## src/hdl/krt_pkg.sv

```systemverilog
`default_nettype none

package krt_pkg;

  // field widths fixed by the interface
  localparam int unsigned OP_W     = 2;
  localparam int unsigned KEY_W    = 31;
  localparam int unsigned QTY_W    = 32;
  localparam int unsigned STATUS_W = 2;
  localparam int unsigned SLOT_W   = 7;

  localparam int unsigned DEFAULT_ENTRIES = 128;

  // operation codes
  localparam logic [OP_W-1:0] OP_INSERT = 2'd0;
  localparam logic [OP_W-1:0] OP_SEARCH = 2'd1;
  localparam logic [OP_W-1:0] OP_UPDATE = 2'd2;

  // status codes
  localparam logic [STATUS_W-1:0] ST_OK   = 2'd0;
  localparam logic [STATUS_W-1:0] ST_FULL = 2'd1;
  localparam logic [STATUS_W-1:0] ST_DUP  = 2'd2;
  localparam logic [STATUS_W-1:0] ST_MISS = 2'd3;

  // finished result handed from the sequencer to the output register
  typedef struct packed {
    logic                       valid;
    logic [STATUS_W-1:0]        status;
    logic signed [QTY_W-1:0]    qty;
    logic [SLOT_W-1:0]          slot;
  } res_t;

endpackage

`default_nettype wire

```

## src/hdl/krt_seq.sv

```systemverilog
`default_nettype none

module krt_seq #(
  parameter int unsigned ENTRIES = krt_pkg::DEFAULT_ENTRIES,
  parameter int unsigned IW      = $clog2(ENTRIES),
  parameter int unsigned CW      = $clog2(ENTRIES + 1)
) (
  input  wire logic                              clk,
  input  wire logic                              rst,
  input  wire logic                              in_valid,
  output logic                                   busy,
  input  wire logic [krt_pkg::OP_W-1:0]          operation,
  input  wire logic [krt_pkg::KEY_W-1:0]         part_key,
  input  wire logic signed [krt_pkg::QTY_W-1:0]  quantity_value,
  output logic                                   we,
  output logic [IW-1:0]                          waddr,
  output logic [krt_pkg::KEY_W-1:0]              wkey,
  output logic signed [krt_pkg::QTY_W-1:0]       wqty,
  output logic                                   re,
  output logic [IW-1:0]                          raddr,
  input  wire logic [krt_pkg::KEY_W-1:0]         rkey,
  input  wire logic signed [krt_pkg::QTY_W-1:0]  rqty,
  output krt_pkg::res_t                          res,
  input  wire logic                              res_take
);

  localparam logic [1:0] S_IDLE = 2'd0;
  localparam logic [1:0] S_SCAN = 2'd1;
  localparam logic [1:0] S_UPD  = 2'd2;
  localparam logic [1:0] S_HOLD = 2'd3;

  localparam logic [CW-1:0] FULL_COUNT = CW'(ENTRIES);

  logic [1:0]                        state, state_next;
  logic [krt_pkg::OP_W-1:0]          op, op_next;
  logic [krt_pkg::KEY_W-1:0]         key, key_next;
  logic signed [krt_pkg::QTY_W-1:0]  val, val_next;
  logic [IW-1:0]                     cmp_idx, cmp_idx_next;
  logic [CW-1:0]                     count, count_next;
  logic [krt_pkg::STATUS_W-1:0]      res_status, res_status_next;
  logic signed [krt_pkg::QTY_W-1:0]  res_qty, res_qty_next;
  logic [krt_pkg::SLOT_W-1:0]        res_slot, res_slot_next;

  logic                              hit;
  logic                              last;
  logic signed [krt_pkg::QTY_W:0]    sum;
  logic signed [krt_pkg::QTY_W-1:0]  sat;

  assign hit  = (rkey == key);
  assign last = ((CW'(cmp_idx) + CW'(1)) == count);

  // shared adder with saturation at the 32-bit signed limits
  always_comb begin
    sum = {rqty[krt_pkg::QTY_W-1], rqty} + {val[krt_pkg::QTY_W-1], val};
    if (sum[krt_pkg::QTY_W] != sum[krt_pkg::QTY_W-1]) begin
      sat = sum[krt_pkg::QTY_W] ? {1'b1, {(krt_pkg::QTY_W-1){1'b0}}}
                                : {1'b0, {(krt_pkg::QTY_W-1){1'b1}}};
    end else begin
      sat = sum[krt_pkg::QTY_W-1:0];
    end
  end

  always_comb begin
    state_next      = state;
    op_next         = op;
    key_next        = key;
    val_next        = val;
    cmp_idx_next    = cmp_idx;
    count_next      = count;
    res_status_next = res_status;
    res_qty_next    = res_qty;
    res_slot_next   = res_slot;
    we              = 1'b0;
    waddr           = IW'(count);
    wkey            = key;
    wqty            = val;
    re              = 1'b0;
    raddr           = '0;

    case (state)
      S_IDLE: begin
        if (in_valid) begin
          op_next  = operation;
          key_next = part_key;
          val_next = quantity_value;
          res_qty_next  = '0;
          res_slot_next = '0;
          if (operation == krt_pkg::OP_INSERT && count == FULL_COUNT) begin
            res_status_next = krt_pkg::ST_FULL;
            state_next      = S_HOLD;
          end else if ((operation == krt_pkg::OP_INSERT ||
                        operation == krt_pkg::OP_SEARCH ||
                        operation == krt_pkg::OP_UPDATE) && count != '0) begin
            re           = 1'b1;
            raddr        = '0;
            cmp_idx_next = '0;
            state_next   = S_SCAN;
          end else if (operation == krt_pkg::OP_INSERT) begin
            // empty table, insert straight at entry zero
            we              = 1'b1;
            wkey            = part_key;
            wqty            = quantity_value;
            res_status_next = krt_pkg::ST_OK;
            res_qty_next    = quantity_value;
            res_slot_next   = krt_pkg::SLOT_W'(count);
            count_next      = count + CW'(1);
            state_next      = S_HOLD;
          end else begin
            res_status_next = krt_pkg::ST_MISS;
            state_next      = S_HOLD;
          end
        end
      end

      S_SCAN: begin
        if (hit) begin
          case (op)
            krt_pkg::OP_INSERT: begin
              res_status_next = krt_pkg::ST_DUP;
              state_next      = S_HOLD;
            end
            krt_pkg::OP_SEARCH: begin
              res_status_next = krt_pkg::ST_OK;
              res_qty_next    = rqty;
              res_slot_next   = krt_pkg::SLOT_W'(cmp_idx);
              state_next      = S_HOLD;
            end
            krt_pkg::OP_UPDATE: begin
              state_next = S_UPD;
            end
            default: begin
              res_status_next = krt_pkg::ST_MISS;
              state_next      = S_HOLD;
            end
          endcase
        end else if (last) begin
          if (op == krt_pkg::OP_INSERT) begin
            we              = 1'b1;
            res_status_next = krt_pkg::ST_OK;
            res_qty_next    = val;
            res_slot_next   = krt_pkg::SLOT_W'(count);
            count_next      = count + CW'(1);
          end else begin
            res_status_next = krt_pkg::ST_MISS;
          end
          state_next = S_HOLD;
        end else begin
          re           = 1'b1;
          raddr        = cmp_idx + IW'(1);
          cmp_idx_next = cmp_idx + IW'(1);
        end
      end

      S_UPD: begin
        // read data still holds the matched entry
        we              = 1'b1;
        waddr           = cmp_idx;
        wkey            = rkey;
        wqty            = sat;
        res_status_next = krt_pkg::ST_OK;
        res_qty_next    = sat;
        res_slot_next   = krt_pkg::SLOT_W'(cmp_idx);
        state_next      = S_HOLD;
      end

      S_HOLD: begin
        if (res_take) begin
          state_next = S_IDLE;
        end
      end

      default: begin
        state_next = S_IDLE;
      end
    endcase
  end

  always_ff @(posedge clk) begin
    if (rst) begin
      state <= S_IDLE;
      count <= '0;
    end else begin
      state <= state_next;
      count <= count_next;
    end
  end

  always_ff @(posedge clk) begin
    op         <= op_next;
    key        <= key_next;
    val        <= val_next;
    cmp_idx    <= cmp_idx_next;
    res_status <= res_status_next;
    res_qty    <= res_qty_next;
    res_slot   <= res_slot_next;
  end

  assign busy       = (state != S_IDLE);
  assign res.valid  = (state == S_HOLD);
  assign res.status = res_status;
  assign res.qty    = res_qty;
  assign res.slot   = res_slot;

endmodule

`default_nettype wire

```

## config.mk

```make
export PLATFORM = sky130hd
export DESIGN_NAME = krt_seq
export DESIGN_NICKNAME = d
export VERILOG_FILES = /design/src/hdl/krt_pkg.sv /design/src/hdl/krt_seq.sv
export SDC_FILE = /design/constraint.sdc
export NUM_CORES = 1
export LEC_CHECK = 0
export ABC_CLOCK_PERIOD_IN_PS = 7000
export BUFFER_PORTS_ARGS = -buffer_cell sky130_fd_sc_hd__buf_2
export CAP_MARGIN = 10
export CORE_ASPECT_RATIO = 0.9
export CORE_MARGIN = 2
export CORE_UTILIZATION = 54
export DETAILED_ROUTE_END_ITERATION = 10
export PLACE_DENSITY = 0.81
export SYNTH_ARGS = -nofsm -noshare
export SYNTH_HDL_FRONTEND = slang
export SYNTH_SLANG_ARGS = --single-unit
```

## constraint.sdc

```tcl
create_clock -name clk -period 7 [get_ports clk]
set_input_delay 0.7 -clock clk [delete_from_list [all_inputs] [get_ports clk]]
set_output_delay 0.7 -clock clk [all_outputs]
set_load 0.03 [all_outputs]
```

==> summary.md <==
| Metric | Value |
|---|---|
| Most Crowded Layer GR | `met2` |
| Leak | `0.00485 uW` |
| Initial antenna violation count | `1` |
| Primary FF master, synth | `edfxtp_1` |
| DRC violation count after routing | `0` |
| Cell taking the most area after synthesis | `edfxtp_1` |
| Final global-route overflow total | `0` |
| Syn Inst Count | `1068` |
| Timing-limited maximum frequency | `202 MHz` |
| Proportion of layout cells with a drive suffix above 1 | `26.2%` |
| Cell-by-cell trace of the critical path | `inv_1 -> ha_1 -> or4b_4 -> nor3_4 -> nand2_1 -> nor2_1 -> and2_1 -> buf_4 -> and3_1 -> a21oi_1 -> o221ai_1 -> buf_2` |
| Endpoint kind of the worst setup timing path | `output pin` |
| Number of buffers inserted to repair setup after CTS | `0` |
| Count of input and output buffers | `253` |
| Final worst-path cycle share | `70.8%` |
| Final setup viols | `0` |
| Power density normalized to cell area | `481 mW/mm^2` |
| Maximum level of the CTS H-tree | `4` |
| Time the worst path needs with I/O delays and setup | `4950 ps` |
| Count of state elements after synthesis | `123` |
| Placed Cells incl. Taps | `1500` |
| Post-route antenna net violation count | `0` |
| Clk Tree Root Cell | `clkbuf_16` |
| Area grow syn2layout | `20.3%` |
| Cell family with the largest share of critical-path delay | `simple AND/OR/NAND/NOR gates` |
| Initial DRC count | `1109` |
| GRT Overall Usage | `32.7%` |
| Worst skew pair latency | `430 ps` |
| Synth cell types | `82` |
| Post-CTS resize count | `0` |
| Met1 track utilization from global routing | `47.3%` |
| Die footprint | `0.0189 mm^2` |
| Global-route wire length before repair | `47600 um` |
| Routing usage on met2 | `48.3%` |
| Hold buffer count at cts | `0` |
| Average via count per standard cell | `6.32` |
| Highest cell delay on the worst timing path | `860 ps` |
| Vias | `9703` |
| Worst Path Class, Setup | `reg2out` |
| Cell area after technology mapping | `0.00964 mm^2` |
| Worst slew margin relative to its limit | `19.7%` |
| Chip Height | `131 um` |
| Initial core utilization | `54.9%` |
| Hold Violations, Final | `0` |
| Routed length per placed instance | `20.9 um` |
| Number of enable-type register cells in the synthesized netlist | `113` |
| Largest cells by area after synthesis | `edfxtp_1, a21oi_1, nand2_1` |
| Warnings from Yosys | `0` |
| CP Data Required Time | `6300 ps` |
| Via count of the first global-routing pass | `8813` |
| Final total negative setup slack | `0 ps` |
| Pin count of the biggest net entering global routing | `50` |
| Number of violations of the max-capacitance limit | `0` |
| Synth Area per Inst | `9.03 um^2` |
| Unrepaired setup endpoints after global routing | `no` |
| Number of rows created at floorplan | `46` |
| Clock buffer depth | `2` |
| Standard cell core area | `0.0176 mm^2` |
| Outcome | `complete, no violations` |
| Clock slew at reported path FFs | `60 ps` |
| Crit start category | `flop` |
| Seq/Total Area, Yosys | `37.3%` |
| Final max-slew violation count | `0` |
| Maximum ir drop on the vdd rail | `282 uV` |
| Standard cell with the maximum stage delay on the critical path | `nor2_1` |
| CTS sink count | `123` |
| Clock tree from TritonCTS | `done` |
| Net count of the mapped netlist | `1240` |
| Total design power | `5570 uW` |
| Maximum net fanout on the critical path | `37` |
| First-pass iteration count of the detailed router | `5` |
| Maximum clock skew at final layout | `13.3 ps` |
| Proportion of register bits with asynchronous set or reset after synthesis | `0%` |
| Weighted congestion at the end of routability-driven global placement | `1.01` |
| Worst Hold Class | `in2reg` |
| Sum of routed wire length over all layers | `32100 um` |
| Arrival time of the worst setup path | `4250 ps` |
| Share of the synthesized area in the top cell type | `35.2%` |
| Met3 GRT Util | `6.85%` |
| DIE WIDTH | `145 um` |
| Worst Tran Pin Value | `1200 ps` |
| Top cell types by occurrence after synthesis | `nand2_1, edfxtp_1, a21oi_1` |
| Detail Placement HPWL | `23200 um` |
| Number of standard cells in the final layout excluding fillers | `1536` |
| IO Count | `254` |
| Net count, final | `1451` |
| Most numerous cell in the Yosys netlist | `nand2_1` |
| Number of buffers and inverters on the critical path | `3` |
| Num CTS Buffers | `17` |
==> flip-flops by register name, indices dropped and copies added, names as in the netlist <==
| signal | cells |
|---|---|
| state | 2 |
| res_qty | 32 |
| op | 2 |
| cmp_idx | 7 |
| res_slot | 7 |
| key | 31 |
| val | 32 |
| count | 8 |
| res_status | 2 |
==> logic make-up (layout without fill, tap and decap cells) <==
kind of cell	after synthesis	in the layout	synth area share [%]
AO/OA/AOI/OAI	347	347	25.0
other	0	4	0
flip-flops	123	123	37.3
XOR/XNOR	73	73	7.01
buffers and inverters	92	316	4.11
multiplexers	43	43	4.62
adder cells (fa/ha/maj)	40	40	5.27
AND/OR/NAND/NOR	350	350	16.8
==> layer usage <==
| layer | vias up | share of wire, % |
|---|---|---|
| li1 | 4469 | - |
| met4 | 0 | 2.5 |
| met3 | 74 | 10 |
| met5 | - | 0 |
| met2 | 615 | 43 |
| met1 | 4545 | 44 |
==> stage by stage <==
step           util, %  hold slack (ps)  area [um^2]  setup slack (ps)
3_5_place_dp      62.7              568        11000              2360
4_1_cts           66.0              453        11600              2120
5_1_grt           66.0              460        11600              1840
6_report          66.1              462        11600              2050
3_3_place_gp      62.7              542        11000              2390
2_1_floorplan        -              506         9640              1330
==> worst paths after layout <==
path | slack, ps | start | end | depth (start not counted)
setup / recovery | 2050 | count[0] | wqty[4] | 12
hold reg to reg | 580 | state[0] | state[0] | 2
setup reg to reg | 2650 | val[8] | res_qty[3] | 9
hold / removal | 460 | part_key[9] | key[9] | 1
==> power breakdown <==
group          internal, uW  switching [uW]  leakage (uW)
sequential             1150             126       0.00118
clock                   543             342      0.000280
combinational          1010            2400       0.00339
total                  2700            2870       0.00485
==> cell type report <==
type                            instances  area (um^2)
Antenna cell                            4         10.0
Clock inverter                         10          116
Multi-Input combinational cell        853         5680
Fill cell                            1428         5960
Clock buffer                           22          464
Inverter                               18         67.6
Tap cell                              240          300
Timing Repair Buffer                  266         1360
Sequential cell                       123         3590
==> cells in the final DEF, fill, tap and decap left out, types with 17 or more instances in the layout <==
| master | instances |
|---|---|
| a22oi_1 | 21 |
| o21ai_0 | 57 |
| clkbuf_16 | 17 |
| nor2_1 | 84 |
| xnor2_1 | 18 |
| a21oi_1 | 110 |
| nand4_1 | 20 |
| nand2_1 | 146 |
| buf_2 | 253 |
| a221o_1 | 46 |
| a21o_1 | 19 |
| ha_1 | 38 |
| edfxtp_1 | 113 |
| mux2i_1 | 31 |
| inv_1 | 17 |
| xor2_1 | 52 |
No activity file was read; power rests on OpenSTA's default activity.
